$ cat src/design/tplp_pkg.sv
package tplp_pkg;

  localparam int COUNT_WIDTH = 19;
  localparam int QUEUE_DEPTH = 2;
  localparam int QPTR_W      = (QUEUE_DEPTH > 1) ? $clog2(QUEUE_DEPTH) : 1;
  localparam int QCNT_W      = $clog2(QUEUE_DEPTH + 1);

  localparam logic [3:0]  HDR_LEN    = 4'd12;
  localparam logic [3:0]  COLPFX_LEN = 4'd8;
  localparam logic [11:0] COLS_MAX   = 12'd256;
  localparam logic [11:0] NUM_MAX    = 12'd255;

  localparam logic [7:0] CH_BOM0  = 8'hEF;
  localparam logic [7:0] CH_BOM1  = 8'hBB;
  localparam logic [7:0] CH_BOM2  = 8'hBF;
  localparam logic [7:0] CH_MINUS = 8'h2D;
  localparam logic [7:0] CH_CR    = 8'h0D;
  localparam logic [7:0] CH_LF    = 8'h0A;

  localparam logic KIND_COLOR   = 1'b0;
  localparam logic KIND_SUMMARY = 1'b1;

  typedef enum logic [1:0] {
    ST_OK       = 2'd0,
    ST_EMPTY    = 2'd1,
    ST_BAD_HDR  = 2'd2,
    ST_NO_COLOR = 2'd3
  } status_e;

  // header modes sort below M_B_START; summary status relies on it
  typedef enum logic [3:0] {
    M_H_START     = 4'd0,
    M_H_BOM       = 4'd1,
    M_H_AFTERBOM  = 4'd2,
    M_H_MATCH     = 4'd3,
    M_H_FAIL      = 4'd4,
    M_B_START     = 4'd5,
    M_B_SKIP      = 4'd6,
    M_B_COLPFX    = 4'd7,
    M_B_COLSPACE  = 4'd8,
    M_B_COLDIGITS = 4'd9,
    M_B_COLDONE   = 4'd10,
    M_B_NUM       = 4'd11,
    M_B_GAP       = 4'd12,
    M_B_DONE      = 4'd13
  } mode_e;

  // classified input request
  typedef struct packed {
    logic [7:0] data_byte;
    logic       end_marker;
    logic       is_eol;
    logic       is_blank;
    logic       is_digit;
    logic [3:0] digit;
  } item_t;

  typedef struct packed {
    logic                   kind;
    logic [7:0]             red;
    logic [7:0]             green;
    logic [7:0]             blue;
    logic [COUNT_WIDTH-1:0] entry_index;
    logic [1:0]             status;
    logic [8:0]             column_count;
    logic [COUNT_WIDTH-1:0] colour_total;
    logic                   final_flag;
  } result_t;

  function automatic logic [7:0] hdr_byte(input logic [3:0] pos);
    logic [7:0] b;
    unique case (pos)
      4'd0:    b = 8'h47;
      4'd1:    b = 8'h49;
      4'd2:    b = 8'h4D;
      4'd3:    b = 8'h50;
      4'd4:    b = 8'h20;
      4'd5:    b = 8'h50;
      4'd6:    b = 8'h61;
      4'd7:    b = 8'h6C;
      4'd8:    b = 8'h65;
      4'd9:    b = 8'h74;
      4'd10:   b = 8'h74;
      4'd11:   b = 8'h65;
      default: b = 8'h00;
    endcase
    return b;
  endfunction

  // "Columns:"
  function automatic logic [7:0] colpfx_byte(input logic [3:0] pos);
    logic [7:0] b;
    unique case (pos)
      4'd0:    b = 8'h43;
      4'd1:    b = 8'h6F;
      4'd2:    b = 8'h6C;
      4'd3:    b = 8'h75;
      4'd4:    b = 8'h6D;
      4'd5:    b = 8'h6E;
      4'd6:    b = 8'h73;
      4'd7:    b = 8'h3A;
      default: b = 8'h00;
    endcase
    return b;
  endfunction

  function automatic logic [7:0] bom_byte(input logic [1:0] pos);
    logic [7:0] b;
    unique case (pos)
      2'd0:    b = CH_BOM0;
      2'd1:    b = CH_BOM1;
      2'd2:    b = CH_BOM2;
      default: b = 8'h00;
    endcase
    return b;
  endfunction

  function automatic logic [11:0] times_ten_add(input logic [11:0] v, input logic [3:0] d);
    logic [11:0] s;
    s = (v << 3) + (v << 1) + {8'd0, d};
    return s;
  endfunction

endpackage

$ cat src/design/tplp_in_if.sv
interface tplp_in_if;
  logic       valid;
  logic       ready;
  logic [7:0] data_byte;
  logic       end_marker;

  modport source (output valid, output data_byte, output end_marker, input ready);
  modport sink   (input valid, input data_byte, input end_marker, output ready);
endinterface

$ cat src/design/tplp_out_if.sv
interface tplp_out_if;
  logic                            valid;
  logic                            ready;
  logic                            kind;
  logic [7:0]                      red;
  logic [7:0]                      green;
  logic [7:0]                      blue;
  logic [tplp_pkg::COUNT_WIDTH-1:0] entry_index;
  logic [1:0]                      status;
  logic [8:0]                      column_count;
  logic [tplp_pkg::COUNT_WIDTH-1:0] colour_total;
  logic                            final_flag;

  modport source (output valid, output kind, output red, output green, output blue,
                  output entry_index, output status, output column_count,
                  output colour_total, output final_flag, input ready);
  modport sink   (input valid, input kind, input red, input green, input blue,
                  input entry_index, input status, input column_count,
                  input colour_total, input final_flag, output ready);
endinterface

$ cat src/design/tplp_front.sv
module tplp_front (
  tplp_in_if.sink          in_i,
  output logic             push_valid_o,
  input  logic             push_ready_i,
  output tplp_pkg::item_t  push_item_o
);
  import tplp_pkg::*;

  logic [7:0] c;

  assign c            = in_i.data_byte;
  assign in_i.ready   = push_ready_i;
  assign push_valid_o = in_i.valid;

  always_comb begin
    push_item_o            = '0;
    push_item_o.data_byte  = c;
    push_item_o.end_marker = in_i.end_marker;
    push_item_o.is_eol     = (c == CH_CR) || (c == CH_LF);
    // space, tab, VT, FF
    push_item_o.is_blank   = (c == 8'h20) || (c == 8'h09) || (c == 8'h0B) || (c == 8'h0C);
    push_item_o.is_digit   = (c >= 8'h30) && (c <= 8'h39);
    push_item_o.digit      = c[3:0];
  end

endmodule

$ cat src/design/tplp_queue.sv
module tplp_queue (
  input  logic            clk_i,
  input  logic            rst_ni,
  input  logic            push_valid_i,
  output logic            push_ready_o,
  input  tplp_pkg::item_t push_item_i,
  output logic            pop_valid_o,
  input  logic            pop_ready_i,
  output tplp_pkg::item_t pop_item_o
);
  import tplp_pkg::*;

  item_t             mem_q [QUEUE_DEPTH];
  logic [QPTR_W-1:0] wr_q, wr_d, rd_q, rd_d;
  logic [QCNT_W-1:0] cnt_q, cnt_d;
  logic              push, pop;

  assign push_ready_o = (cnt_q != QCNT_W'(QUEUE_DEPTH));
  assign pop_valid_o  = (cnt_q != '0);
  assign pop_item_o   = mem_q[rd_q];
  assign push         = push_valid_i && push_ready_o;
  assign pop          = pop_valid_o && pop_ready_i;

  always_comb begin
    wr_d  = wr_q;
    rd_d  = rd_q;
    cnt_d = cnt_q;
    if (push) begin
      wr_d = (wr_q == QPTR_W'(QUEUE_DEPTH - 1)) ? '0 : wr_q + 1'b1;
    end
    if (pop) begin
      rd_d = (rd_q == QPTR_W'(QUEUE_DEPTH - 1)) ? '0 : rd_q + 1'b1;
    end
    if (push && !pop) begin
      cnt_d = cnt_q + 1'b1;
    end else if (pop && !push) begin
      cnt_d = cnt_q - 1'b1;
    end
  end

  always_ff @(posedge clk_i or negedge rst_ni) begin
    if (!rst_ni) begin
      wr_q  <= '0;
      rd_q  <= '0;
      cnt_q <= '0;
    end else begin
      wr_q  <= wr_d;
      rd_q  <= rd_d;
      cnt_q <= cnt_d;
    end
  end

  always_ff @(posedge clk_i) begin
    if (push) begin
      mem_q[wr_q] <= push_item_i;
    end
  end

endmodule

$ cat src/design/tplp_back.sv
module tplp_back (
  input  logic            clk_i,
  input  logic            rst_ni,
  input  logic            pop_valid_i,
  output logic            pop_ready_o,
  input  tplp_pkg::item_t pop_item_i,
  tplp_out_if.source      out_o
);
  import tplp_pkg::*;

  localparam logic [COUNT_WIDTH-1:0] CNT_MAX = '1;

  mode_e                  mode_q, mode_d;
  logic [3:0]             match_q, match_d;
  logic [1:0]             bom_q, bom_d;
  logic [7:0]             num_q, num_d;
  logic                   seen_q, seen_d;
  logic [1:0]             slot_q, slot_d;
  logic [7:0]             red_q, red_d;
  logic [7:0]             green_q, green_d;
  logic [11:0]            colw_q, colw_d;
  logic                   neg_q, neg_d;
  logic [8:0]             colv_q, colv_d;
  logic [COUNT_WIDTH-1:0] count_q, count_d;
  logic                   any_q, any_d;
  logic                   hfail_q, hfail_d;

  // two-entry output buffer, ent0 is the head
  result_t                ent0_q, ent1_q;
  logic [1:0]             ocnt_q, ocnt_d;

  logic       act, emit_col, res_vld, take;
  result_t    res;
  logic [7:0] c;
  logic [11:0] colw_nx, num_nx;
  logic       opop, opush;

  assign c       = pop_item_i.data_byte;
  assign act     = pop_valid_i && (ocnt_q != 2'd2);
  assign colw_nx = times_ten_add(colw_q, pop_item_i.digit);
  assign num_nx  = times_ten_add({4'd0, num_q}, pop_item_i.digit);

  always_comb begin
    mode_d   = mode_q;
    match_d  = match_q;
    bom_d    = bom_q;
    num_d    = num_q;
    seen_d   = seen_q;
    slot_d   = slot_q;
    red_d    = red_q;
    green_d  = green_q;
    colw_d   = colw_q;
    neg_d    = neg_q;
    colv_d   = colv_q;
    count_d  = count_q;
    any_d    = any_q;
    hfail_d  = hfail_q;
    emit_col = 1'b0;
    res_vld  = 1'b0;
    take     = 1'b0;
    res      = '0;

    if (act) begin
      take = 1'b1;
      if (!pop_item_i.end_marker) begin
        any_d = 1'b1;
      end

      if (pop_item_i.end_marker || pop_item_i.is_eol) begin
        // close the open line
        unique case (mode_q)
          M_H_START, M_H_FAIL: begin
          end
          M_H_BOM, M_H_AFTERBOM: begin
            hfail_d = 1'b1;
            mode_d  = M_H_FAIL;
          end
          M_H_MATCH: begin
            if (match_q == HDR_LEN) begin
              mode_d = M_B_START;
            end else begin
              hfail_d = 1'b1;
              mode_d  = M_H_FAIL;
            end
          end
          M_B_COLSPACE, M_B_COLDIGITS, M_B_COLDONE: begin
            if (!neg_q && seen_q && (colw_q <= COLS_MAX)) begin
              colv_d = colw_q[8:0];
            end
            mode_d = M_B_START;
          end
          M_B_NUM: begin
            emit_col = (slot_q == 2'd2);
            mode_d   = M_B_START;
          end
          default: mode_d = M_B_START;
        endcase
        match_d = '0;
        bom_d   = '0;
        num_d   = '0;
        seen_d  = 1'b0;
        slot_d  = '0;
        colw_d  = '0;
        neg_d   = 1'b0;
      end else begin
        unique case (mode_q)
          M_H_START: begin
            if (!pop_item_i.is_blank) begin
              if (c == CH_BOM0) begin
                bom_d  = 2'd1;
                mode_d = M_H_BOM;
              end else if (c == hdr_byte(4'd0)) begin
                match_d = 4'd1;
                mode_d  = M_H_MATCH;
              end else begin
                hfail_d = 1'b1;
                mode_d  = M_H_FAIL;
              end
            end
          end
          M_H_BOM: begin
            if ((bom_q != 2'd3) && (c == bom_byte(bom_q))) begin
              bom_d = bom_q + 2'd1;
              if (bom_q == 2'd2) begin
                mode_d = M_H_AFTERBOM;
              end
            end else begin
              hfail_d = 1'b1;
              mode_d  = M_H_FAIL;
            end
          end
          M_H_AFTERBOM: begin
            if (!pop_item_i.is_blank) begin
              if (c == hdr_byte(4'd0)) begin
                match_d = 4'd1;
                mode_d  = M_H_MATCH;
              end else begin
                hfail_d = 1'b1;
                mode_d  = M_H_FAIL;
              end
            end
          end
          M_H_MATCH: begin
            if (match_q >= HDR_LEN) begin
              if (!pop_item_i.is_blank) begin
                hfail_d = 1'b1;
                mode_d  = M_H_FAIL;
              end
            end else if (c == hdr_byte(match_q)) begin
              match_d = match_q + 4'd1;
            end else begin
              hfail_d = 1'b1;
              mode_d  = M_H_FAIL;
            end
          end
          M_B_START: begin
            if (pop_item_i.is_blank) begin
            end else if (pop_item_i.is_digit) begin
              num_d  = {4'd0, pop_item_i.digit};
              slot_d = '0;
              mode_d = M_B_NUM;
            end else if (c == colpfx_byte(4'd0)) begin
              match_d = 4'd1;
              mode_d  = M_B_COLPFX;
            end else begin
              mode_d = M_B_SKIP;
            end
          end
          M_B_COLPFX: begin
            if ((match_q < COLPFX_LEN) && (c == colpfx_byte(match_q))) begin
              match_d = match_q + 4'd1;
              if (match_q == COLPFX_LEN - 4'd1) begin
                mode_d = M_B_COLSPACE;
              end
            end else begin
              mode_d = M_B_SKIP;
            end
          end
          M_B_COLSPACE: begin
            if (pop_item_i.is_blank) begin
            end else if (c == CH_MINUS) begin
              neg_d  = 1'b1;
              mode_d = M_B_COLDIGITS;
            end else if (pop_item_i.is_digit) begin
              colw_d = {8'd0, pop_item_i.digit};
              seen_d = 1'b1;
              mode_d = M_B_COLDIGITS;
            end else begin
              mode_d = M_B_COLDONE;
            end
          end
          M_B_COLDIGITS: begin
            if (pop_item_i.is_digit) begin
              colw_d = colw_nx;
              seen_d = 1'b1;
              if (colw_nx > COLS_MAX) begin
                mode_d = M_B_COLDONE;
              end
            end else begin
              mode_d = M_B_COLDONE;
            end
          end
          M_B_NUM: begin
            if (pop_item_i.is_digit) begin
              if (num_nx > NUM_MAX) begin
                mode_d = M_B_SKIP;
              end else begin
                num_d = num_nx[7:0];
              end
            end else if (slot_q == 2'd2) begin
              emit_col = 1'b1;
              mode_d   = M_B_DONE;
            end else if (pop_item_i.is_blank) begin
              if (slot_q == 2'd0) begin
                red_d = num_q;
              end else begin
                green_d = num_q;
              end
              slot_d = slot_q + 2'd1;
              mode_d = M_B_GAP;
            end else begin
              mode_d = M_B_SKIP;
            end
          end
          M_B_GAP: begin
            if (pop_item_i.is_blank) begin
            end else if (pop_item_i.is_digit) begin
              num_d  = {4'd0, pop_item_i.digit};
              mode_d = M_B_NUM;
            end else begin
              mode_d = M_B_SKIP;
            end
          end
          default: begin
          end
        endcase
      end

      if (emit_col) begin
        res_vld          = 1'b1;
        res.kind         = KIND_COLOR;
        res.red          = red_q;
        res.green        = green_q;
        res.blue         = num_q;
        res.entry_index  = count_q;
        res.final_flag   = !pop_item_i.end_marker;
        if (count_q != CNT_MAX) begin
          count_d = count_q + 1'b1;
        end
        // the summary follows from the same request, which stays at the queue head
        take = !pop_item_i.end_marker;
      end else if (pop_item_i.end_marker) begin
        res_vld          = 1'b1;
        res.kind         = KIND_SUMMARY;
        res.column_count = colv_d;
        res.colour_total = count_q;
        res.final_flag   = 1'b1;
        if (!any_q) begin
          res.status = ST_EMPTY;
        end else if (hfail_d || (mode_d < M_B_START)) begin
          res.status = ST_BAD_HDR;
        end else if (count_q == '0) begin
          res.status = ST_NO_COLOR;
        end else begin
          res.status = ST_OK;
        end
        mode_d  = M_H_START;
        red_d   = '0;
        green_d = '0;
        colv_d  = '0;
        count_d = '0;
        any_d   = 1'b0;
        hfail_d = 1'b0;
      end
    end
  end

  assign pop_ready_o = take;
  assign opush       = res_vld;
  assign opop        = out_o.valid && out_o.ready;

  always_comb begin
    ocnt_d = ocnt_q;
    if (opush && !opop) begin
      ocnt_d = ocnt_q + 2'd1;
    end else if (opop && !opush) begin
      ocnt_d = ocnt_q - 2'd1;
    end
  end

  always_ff @(posedge clk_i or negedge rst_ni) begin
    if (!rst_ni) begin
      mode_q  <= M_H_START;
      match_q <= '0;
      bom_q   <= '0;
      num_q   <= '0;
      seen_q  <= 1'b0;
      slot_q  <= '0;
      red_q   <= '0;
      green_q <= '0;
      colw_q  <= '0;
      neg_q   <= 1'b0;
      colv_q  <= '0;
      count_q <= '0;
      any_q   <= 1'b0;
      hfail_q <= 1'b0;
      ocnt_q  <= '0;
    end else begin
      mode_q  <= mode_d;
      match_q <= match_d;
      bom_q   <= bom_d;
      num_q   <= num_d;
      seen_q  <= seen_d;
      slot_q  <= slot_d;
      red_q   <= red_d;
      green_q <= green_d;
      colw_q  <= colw_d;
      neg_q   <= neg_d;
      colv_q  <= colv_d;
      count_q <= count_d;
      any_q   <= any_d;
      hfail_q <= hfail_d;
      ocnt_q  <= ocnt_d;
    end
  end

  always_ff @(posedge clk_i) begin
    if (opop) begin
      ent0_q <= (opush && (ocnt_q == 2'd1)) ? res : ent1_q;
      if (opush && (ocnt_q == 2'd2)) begin
        ent1_q <= res;
      end
    end else if (opush) begin
      if (ocnt_q == 2'd0) begin
        ent0_q <= res;
      end else begin
        ent1_q <= res;
      end
    end
  end

  assign out_o.valid        = (ocnt_q != 2'd0);
  assign out_o.kind         = ent0_q.kind;
  assign out_o.red          = ent0_q.red;
  assign out_o.green        = ent0_q.green;
  assign out_o.blue         = ent0_q.blue;
  assign out_o.entry_index  = ent0_q.entry_index;
  assign out_o.status       = ent0_q.status;
  assign out_o.column_count = ent0_q.column_count;
  assign out_o.colour_total = ent0_q.colour_total;
  assign out_o.final_flag   = ent0_q.final_flag;

  a_ocnt_range: assert property (@(posedge clk_i) disable iff (!rst_ni)
    ocnt_q != 2'd3) else $error("output buffer overflow");

  a_full_holds: assert property (@(posedge clk_i) disable iff (!rst_ni)
    (ocnt_q == 2'd2) |=> $stable(mode_q) && $stable(count_q))
    else $error("parser moved while output buffer full");

  a_summary_restart: assert property (@(posedge clk_i) disable iff (!rst_ni)
    (opush && res.kind == KIND_SUMMARY) |=> (mode_q == M_H_START) && (count_q == '0))
    else $error("parser not restarted after summary");

  a_color_count: assert property (@(posedge clk_i) disable iff (!rst_ni)
    (opush && res.kind == KIND_COLOR && count_q != CNT_MAX)
      |=> count_q == $past(count_q) + 1'b1)
    else $error("color count did not advance");

  a_split_end: assert property (@(posedge clk_i) disable iff (!rst_ni)
    (opush && res.kind == KIND_COLOR && !res.final_flag) |-> !pop_ready_o)
    else $error("end marker consumed before its summary");

endmodule

$ cat src/design/text_palette_line_parser.sv
// Palette text parser.
// in_i  : one request per byte of the file (data_byte), or an end-of-file
//         request (end_marker = 1, data_byte ignored).
// out_o : color entries (kind 0) as each valid color line completes, and one
//         summary (kind 1) per end marker with status, column count and
//         color total; final_flag marks the last result of a request.
// Path: an accepted request is written into the input queue; the parser
// takes it from the queue head and loads its result into the output buffer.
// Throughput: one request per cycle while the output buffer is not full.
// An end marker that also finishes a color line gives two results, one per
// parser step, and stays at the queue head until its summary is buffered.
// Reset: the parser waits for the header line, counts are zero, queues are
// empty. After each summary it returns to the same state for the next file.
// Stall: a stalled receiver fills the two-entry output buffer; the parser
// then holds, the two-entry input queue fills and in_i.ready drops. Nothing
// is dropped on either side.
module text_palette_line_parser (
  input  logic       clk_i,
  input  logic       rst_ni,
  tplp_in_if.sink    in_i,
  tplp_out_if.source out_o
);
  import tplp_pkg::*;

  // front side: classify each byte and push it into the queue
  logic  push_valid, push_ready;
  item_t push_item;
  // back side: parser pulls from the queue head
  logic  pop_valid, pop_ready;
  item_t pop_item;

  tplp_front u_front (
    .in_i         (in_i),
    .push_valid_o (push_valid),
    .push_ready_i (push_ready),
    .push_item_o  (push_item)
  );

  // decouples the byte intake from the parser so either side can stall
  tplp_queue u_queue (
    .clk_i        (clk_i),
    .rst_ni       (rst_ni),
    .push_valid_i (push_valid),
    .push_ready_o (push_ready),
    .push_item_i  (push_item),
    .pop_valid_o  (pop_valid),
    .pop_ready_i  (pop_ready),
    .pop_item_o   (pop_item)
  );

  // line state machine, number accumulation and result buffer
  tplp_back u_back (
    .clk_i       (clk_i),
    .rst_ni      (rst_ni),
    .pop_valid_i (pop_valid),
    .pop_ready_o (pop_ready),
    .pop_item_i  (pop_item),
    .out_o       (out_o)
  );

endmodule
$ cat src/flat_wrapper.sv
// flat-port wrapper written by rule: the top's interface ports become plain ports
module text_palette_line_parser_flat import tplp_pkg::*;
  (clk_i, rst_ni, in_i_valid, in_i_data_byte, in_i_end_marker, in_i_ready, out_o_valid, out_o_kind, out_o_red, out_o_green, out_o_blue, out_o_entry_index, out_o_status, out_o_column_count, out_o_colour_total, out_o_final_flag, out_o_ready);
  tplp_in_if in_i_i ();
  tplp_out_if out_o_i ();
  input  logic clk_i;
  input  logic rst_ni;
  input wire logic [$bits(in_i_i.valid)-1:0] in_i_valid;
  input wire logic [$bits(in_i_i.data_byte)-1:0] in_i_data_byte;
  input wire logic [$bits(in_i_i.end_marker)-1:0] in_i_end_marker;
  output wire logic [$bits(in_i_i.ready)-1:0] in_i_ready;
  output wire logic [$bits(out_o_i.valid)-1:0] out_o_valid;
  output wire logic [$bits(out_o_i.kind)-1:0] out_o_kind;
  output wire logic [$bits(out_o_i.red)-1:0] out_o_red;
  output wire logic [$bits(out_o_i.green)-1:0] out_o_green;
  output wire logic [$bits(out_o_i.blue)-1:0] out_o_blue;
  output wire logic [$bits(out_o_i.entry_index)-1:0] out_o_entry_index;
  output wire logic [$bits(out_o_i.status)-1:0] out_o_status;
  output wire logic [$bits(out_o_i.column_count)-1:0] out_o_column_count;
  output wire logic [$bits(out_o_i.colour_total)-1:0] out_o_colour_total;
  output wire logic [$bits(out_o_i.final_flag)-1:0] out_o_final_flag;
  input wire logic [$bits(out_o_i.ready)-1:0] out_o_ready;
  assign in_i_i.valid = in_i_valid;
  assign in_i_i.data_byte = in_i_data_byte;
  assign in_i_i.end_marker = in_i_end_marker;
  assign in_i_ready = in_i_i.ready;
  assign out_o_valid = out_o_i.valid;
  assign out_o_kind = out_o_i.kind;
  assign out_o_red = out_o_i.red;
  assign out_o_green = out_o_i.green;
  assign out_o_blue = out_o_i.blue;
  assign out_o_entry_index = out_o_i.entry_index;
  assign out_o_status = out_o_i.status;
  assign out_o_column_count = out_o_i.column_count;
  assign out_o_colour_total = out_o_i.colour_total;
  assign out_o_final_flag = out_o_i.final_flag;
  assign out_o_i.ready = out_o_ready;
  text_palette_line_parser u_core (.clk_i(clk_i), .rst_ni(rst_ni), .in_i(in_i_i), .out_o(out_o_i));
endmodule
$ cat config.mk
export PLATFORM = sky130hd
export DESIGN_NAME = text_palette_line_parser_flat
export DESIGN_NICKNAME = d
export VERILOG_FILES = /design/src/design/tplp_pkg.sv /design/src/design/tplp_in_if.sv /design/src/design/tplp_out_if.sv /design/src/design/tplp_front.sv /design/src/design/tplp_queue.sv /design/src/design/tplp_back.sv /design/src/design/text_palette_line_parser.sv /design/src/flat_wrapper.sv
export SDC_FILE = /design/constraint.sdc
export NUM_CORES = 1
export LEC_CHECK = 0
export BUFFER_PORTS_ARGS = -buffer_cell sky130_fd_sc_hd__buf_2
export CORE_ASPECT_RATIO = 1.25
export CORE_UTILIZATION = 45
export CTS_BUF_LIST = sky130_fd_sc_hd__clkbuf_4
export DETAILED_ROUTE_END_ITERATION = 6
export GPL_TIMING_DRIVEN = 0
export HOLD_SLACK_MARGIN = 0.15
export PLACE_DENSITY = 0.71
export SLEW_MARGIN = 20
export SYNTH_ARGS = -nofsm -noshare
export SYNTH_HDL_FRONTEND = slang
export SYNTH_HIERARCHICAL = 1
export SYNTH_SLANG_ARGS = --single-unit
$ cat constraint.sdc
create_clock -name clk_i -period 9.54 [get_ports clk_i]
set_clock_uncertainty 0.05 [all_clocks]
set_input_delay 0.954 -clock clk_i [delete_from_list [all_inputs] [get_ports clk_i]]
set_output_delay 0.954 -clock clk_i [all_outputs]
set_load 0.01 [all_outputs]
## Word level (Yosys, flattened, before mapping)

Memory sizes are Yosys's and may differ from the RTL's.
Index checks and enable logic that the tools add are counted.

- RAM bits: 32
- Logic and storage cells: 350
- Memories kept: 3
- Output and inout bits: 77
- Bits in read-only memories: 168
- Bits in registers: 236

- Add/sub/neg operators: 14
- Reduce and logical (&&, ||, !) cells: 60
- Magnitude comparators: 8
- Muxes and demuxes: 167
- Equal/unequal tests: 62

Memory list:

| memory | words | bits a word | rd ports | clocked after Yosys merged registers in | wr ports | line | source |
|---|---|---|---|---|---|---|---|
| (name not given) | 16 | 7 | 1 | 0 | 0 | tplp_pkg.sv:72 | `unique case (pos)` |
| (name not given) | 8 | 7 | 1 | 0 | 0 | tplp_pkg.sv:93 | `unique case (pos)` |
| u_core.u_queue.mem_q | 2 | 16 | 1 | 0 | 1 | tplp_queue.sv:13 | `item_t mem_q [QUEUE_DEPTH];` |

Operators with widths:

| kind | count |
|---|---|
| 75-bit 2-to-1 mux | 9 |
| 8-bit 2-to-1 mux | 32 |
| 4-bit 2-to-1 mux | 35 |
| 12-bit 2-to-1 mux | 5 |
| 19-bit 2-to-1 mux | 3 |
| 3-bit != test, second input constant | 17 |
| 9-bit 2-to-1 mux | 5 |
| 1-bit 2-to-1 mux | 43 |
| 43-bit 2-to-1 mux | 1 |
| 8-bit by 4-bit == test with 1-bit output, second input constant | 5 |
| 4-bit one-hot mux with 10 select lines | 1 |
| 2-bit 2-to-1 mux | 19 |
| 31-bit 2-to-1 mux | 1 |
| 30-bit 2-to-1 mux | 1 |
| 12-bit by 4-bit adder with 12-bit output | 2 |
| 4-bit == test, second input constant | 6 |
| 8-bit == test | 3 |
| 12-bit one-hot mux with 2 select lines | 1 |
| 8-bit one-hot mux with 3 select lines | 1 |
| 4-bit one-hot mux with 5 select lines | 1 |
| 19-bit by 1-bit adder with 19-bit output, second input constant | 1 |
| 19-bit zero test | 1 |
| 19-bit != test, second input constant | 1 |
| 2-bit nonzero test | 9 |
| 48 further kinds | 108 |

## Logic depth before layout (Yosys ltp)

- Word-level depth: 21
- Depth in mapped cells: 16

## Modules after synthesis

The synthesis kept the hierarchy.

Modules (own cells, without submodules):

| module | cells an instance | area an instance (um^2) | times used |
|---|---|---|---|
| tplp_back | 1106 | 12366.9 | 1 |
| tplp_queue | 68 | 1402.6 | 1 |
| tplp_front | 28 | 193.9 | 1 |

## Worst setup path after synthesis

No wires, ideal clock.

- Path kind: reg-to-reg
- Start: register u_core.u_queue.rd_q
- End: register u_core.u_back.ent0_q (netlist bit u_core/u_back/out_o.blue[0]) (enable)
- Stages on the path, launching flop included: 12
- Arrival time: 7036 ps
- Path slack: 1843 ps
- Setup time: 612 ps
- Required time: 8878 ps
- Cell sequence: dfrtp_1 > buf_6 > buf_12 > mux2_4 > nor2_1 > nand2_1 > nand3_1 > clkbuf_1 > ha_1 > nor2_1 > inv_1 > o21ai_0

RTL lines:

| what | line | source |
|---|---|---|
| start, declared | tplp_queue.sv:14 | `logic [QPTR_W-1:0] wr_q, wr_d, rd_q, rd_d;` |
| start signal, assigned | tplp_queue.sv:48 | `rd_q <= rd_d;` |
| end signal, assigned | tplp_back.sv:329 | `ent0_q <= (opush && (ocnt_q == 2'd1)) ? res : ent1_q;` |
| end signal, assigned | tplp_back.sv:335 | `ent0_q <= res;` |
| end, declared | tplp_back.sv:29 | `result_t ent0_q, ent1_q;` |

==> flow_summary.ini <==
[critical_path]
cp-end-kind = flop
crit_required_ns = 9.96
cp_common_cell = inv_1
rr_startpoint = u_core/u_queue/rd_q
cp_top_family = compound AO/OA/AOI/OAI gates
crit_buf_inv = 3
critPathLaunch = u_core/u_queue/rd_q
cp.arrival_ns = 5.29
cp_slowest_cell = fa_1
cp.depth = 16
crit_path_max_incr_delay_ns = 0.62
crit_chain = buf_6, mux2_2, inv_1, fa_1, inv_1, ha_1, a211o_1, a211oi_1, o31ai_1, xor2_1, a2111oi_4, a32o_2, o21ai_2, a2111oi_2, nor2_1, o31ai_2
critPathMaxFanout = 8
start_kind = flop
critPathKind = reg2reg
ff2ff_path_depth = 16

[yosys]
synthFlopType = edfxtp_1
synth_edf_count = 182
ys_types = 83
syn-num-nets = 1274
yosysWarnings = 6
yosysSeqAreaShare_pct = 54.6
ys_async_sr_fraction_pct = 32.1
synth_cells = 1202
synth.avg_cell_area_sq_um = 11.6
ys_seq_elements = 268
synth_area_sq_mm = 0.0140

[placement]
place_ws_ns = 4.72
place.gp.congestion = 0.921
dpl.hpwl_mm = 23.8
io_buffers = 87
dpl.cell_count = 1703

[drt]
drtPass1Iterations = 7
vias = 10191
drc = 2
ant_nets = 0
post_drt_wl_per_cell_microns = 17.8
viasPerCell = 5.58
drt_iter0_markers = 663
wl_mm = 32.6

[cts]
numCtsBuffers = 68
cts_resized = 0
clk_pin_slew_ns = 0.07
cts_tree = yes
postCtsSetupRepairBufs = 0
cts.sinks = 268
clockBufferDepth = 3
clock_latency_ns = 0.68
cts_root_buffer = clkbuf_4
h-tree-depth = 3

[cells_and_area]
final_cell_count_no_fill = 1827
syn_to_final_growth_pct = 14.3
final_cell_mix = edfxtp_1, nand2_1, clkbuf_4
finalNetCount = 1445
utilization_pct = 52.7
layout-drive-gt1-share_pct = 23.2
mostFrequentLayoutCell = edfxtp_1

[outcome]
status = complete, but fails checks
violations = DRC

[timing]
slew_headroom_pct = 30.0
report.final.slew_viol_count = 0
hold_violations = 0
setup_ws_ns = 4.68
period_minus_slack_ns = 4.86
layout_worst_path_cycle_share_pct = 51.0
tightest_slew_ns = 1.04
rsz0062_at_grt = no
fin_tns_setup_ns = 0
finalSetupViolations = 0
fmax_ghz = 0.206

[global_route]
gr-total-overflow = 0
grt_max_degree = 76
grt_use_total_pct = 20.8
grt_pass1_wl_mm = 52.4
antenna_found_initial = 1
grt_pass1_vias = 10198

[floorplan]
ioPinCount = 90
num_rows = 71
start_util_pct = 46.1
die-height_microns = 199
die-area_sq_mm = 0.0317
core_area_sq_mm = 0.0303
die-width_microns = 160

[hold_path]
min_path_cells = 1
hold_start = in_i_end_marker
hold_path_class = in2reg

[pwr]
ir_drop_mv = 0.163
p_leak_nw = 6.82
power.density_mw_per_mm2 = 288
finalPower_mw = 4.60

[run]
drv_cap = 0
-- Yosys cell counts, types with 4 or more instances --
cell,instances,share of area (%)
buf_4,17,0.91
nor2_1,82,2.2
a21oi_1,43,1.5
xor2_1,26,1.6
o211ai_1,7,0.38
o21ai_0,55,2.0
mux2i_1,25,1.8
ha_1,55,4.9
mux2_2,69,5.6
o31ai_1,28,1.5
and3_1,50,2.2
o22ai_1,5,0.22
a22o_1,9,0.56
mux2_4,9,0.97
nand4_1,13,0.58
a21o_1,8,0.43
xnor2_1,18,1.1
nand2b_1,7,0.31
o21a_1,6,0.32
nor3_1,28,1.0
inv_1,40,1.1
o21ai_1,4,0.14
nand3_1,20,0.72
or3_1,8,0.36
buf_2,4,0.14
o311ai_0,4,0.25
clkbuf_1,50,1.3
dfrtp_1,86,15
and2_1,22,0.99
nand3b_1,4,0.22
fa_1,4,0.57
nor4_1,11,0.49
nor2b_1,11,0.49
nand2_1,103,2.8
a211oi_1,8,0.43
edfxtp_1,182,39
nor4bb_1,5,0.36
-- kinds of logic (layout without fill, tap and decap cells) --
kind of cell	after synthesis	count (layout)	synth area share, %
adders and majority gates	59	59	5.50
muxes	103	103	8.32
other	0	1	0
buffers and inverters	119	342	3.86
and+or+nand+nor	390	390	14.3
xor gates and xnor gates	44	44	2.76
DFF	268	268	54.6
AOI/OAI and AO/OA	219	219	10.7
-- layout make-up --
class / instances / area [sq um]
Antenna cell: 1 / 2.50
Buffer: 76 / 378
Clock buffer: 100 / 751
Clock inverter: 22 / 96.3
Fill cell: 2625 / 14300
Inverter: 43 / 161
Multi-Input combinational cell: 815 / 5830
Sequential cell: 268 / 7620
Tap cell: 401 / 502
Timing Repair Buffer: 101 / 629
-- flip-flops by register name, summed over array words and instances (netlist names), 8 cells and up --
signal,count
u_core/u_queue/mem_q,32
u_core/u_back/out_o.blue,8
u_core/u_back/colv_q,9
u_core/u_back/num_q,8
u_core/u_back/out_o.colour_total,19
u_core/u_back/out_o.column_count,9
u_core/u_back/out_o.entry_index,19
u_core/u_back/out_o.green,8
u_core/u_back/green_q,8
u_core/u_back/count_q,19
u_core/u_back/red_q,8
u_core/u_back/colw_q,12
u_core/u_back/out_o.red,8
u_core/u_back/ent1_q,75
-- stage by stage --
stage	area, sq um	hold WS (ns)
after floorplan	14000	0.401
after global routing	16000	0.359
final	16000	0.416
after CTS	16000	0.364
after detailed placement	15100	0.435
after global placement	14900	0.424
-- routing by layer --
metal	up-vias	wire, microns	part of all wire, %	GRT usage (%)
met1	4972	13500	42	24.8
li1	4836	-	-	-
met2	325	16700	51	37.4
met3	58	1580	4.8	3.79
met5	-	0	0	0
met4	0	761	2.3	7.80
-- worst reg2reg max path, cell delays in order (launching register included) --
cell and delay [ns]:
dfrtp_1 0.38, buf_6 0.14, mux2_2 0.31, inv_1 0.15, fa_1 0.62, inv_1 0.06, ha_1 0.31, a211o_1 0.38
a211oi_1 0.27, o31ai_1 0.16, xor2_1 0.20, a2111oi_4 0.43, a32o_2 0.25, o21ai_2 0.09, a2111oi_2 0.39, nor2_1 0.14
o31ai_2 0.33
-- power breakdown --
group | total (mW) | switching (mW) | leakage, nW | internal [mW]
combinational | 1.89 | 1.19 | 3.38 | 0.693
clock | 0.941 | 0.457 | 0.509 | 0.484
sequential | 1.77 | 0.127 | 2.94 | 1.64
total | 4.60 | 1.78 | 6.82 | 2.82
-- timing repair --
| action | CTS | global route |
|---|---|---|
| endpoints found under the setup margin | 0 | 0 |
| endpoints found under the hold margin | 11 | 0 |
| hold buffers | 1 | 0 |
-- final timing paths --
| kind | end | slack, ns |
|---|---|---|
| worst max-delay path | u_core/u_back/out_o.status[0] | 4.68 |
| worst min-delay path | u_core/u_queue/mem_q[1][7] | 0.42 |
| worst max register to register | u_core/u_back/out_o.status[0] | 4.68 |
| worst min register to register | u_core/u_queue/cnt_q[1] | 0.45 |
| max in group asynchronous | u_core/u_back/red_q[2] | 8.16 |
| min in group asynchronous | u_core/u_back/neg_q | 0.61 |
Power figures use the tool's default switching activity.
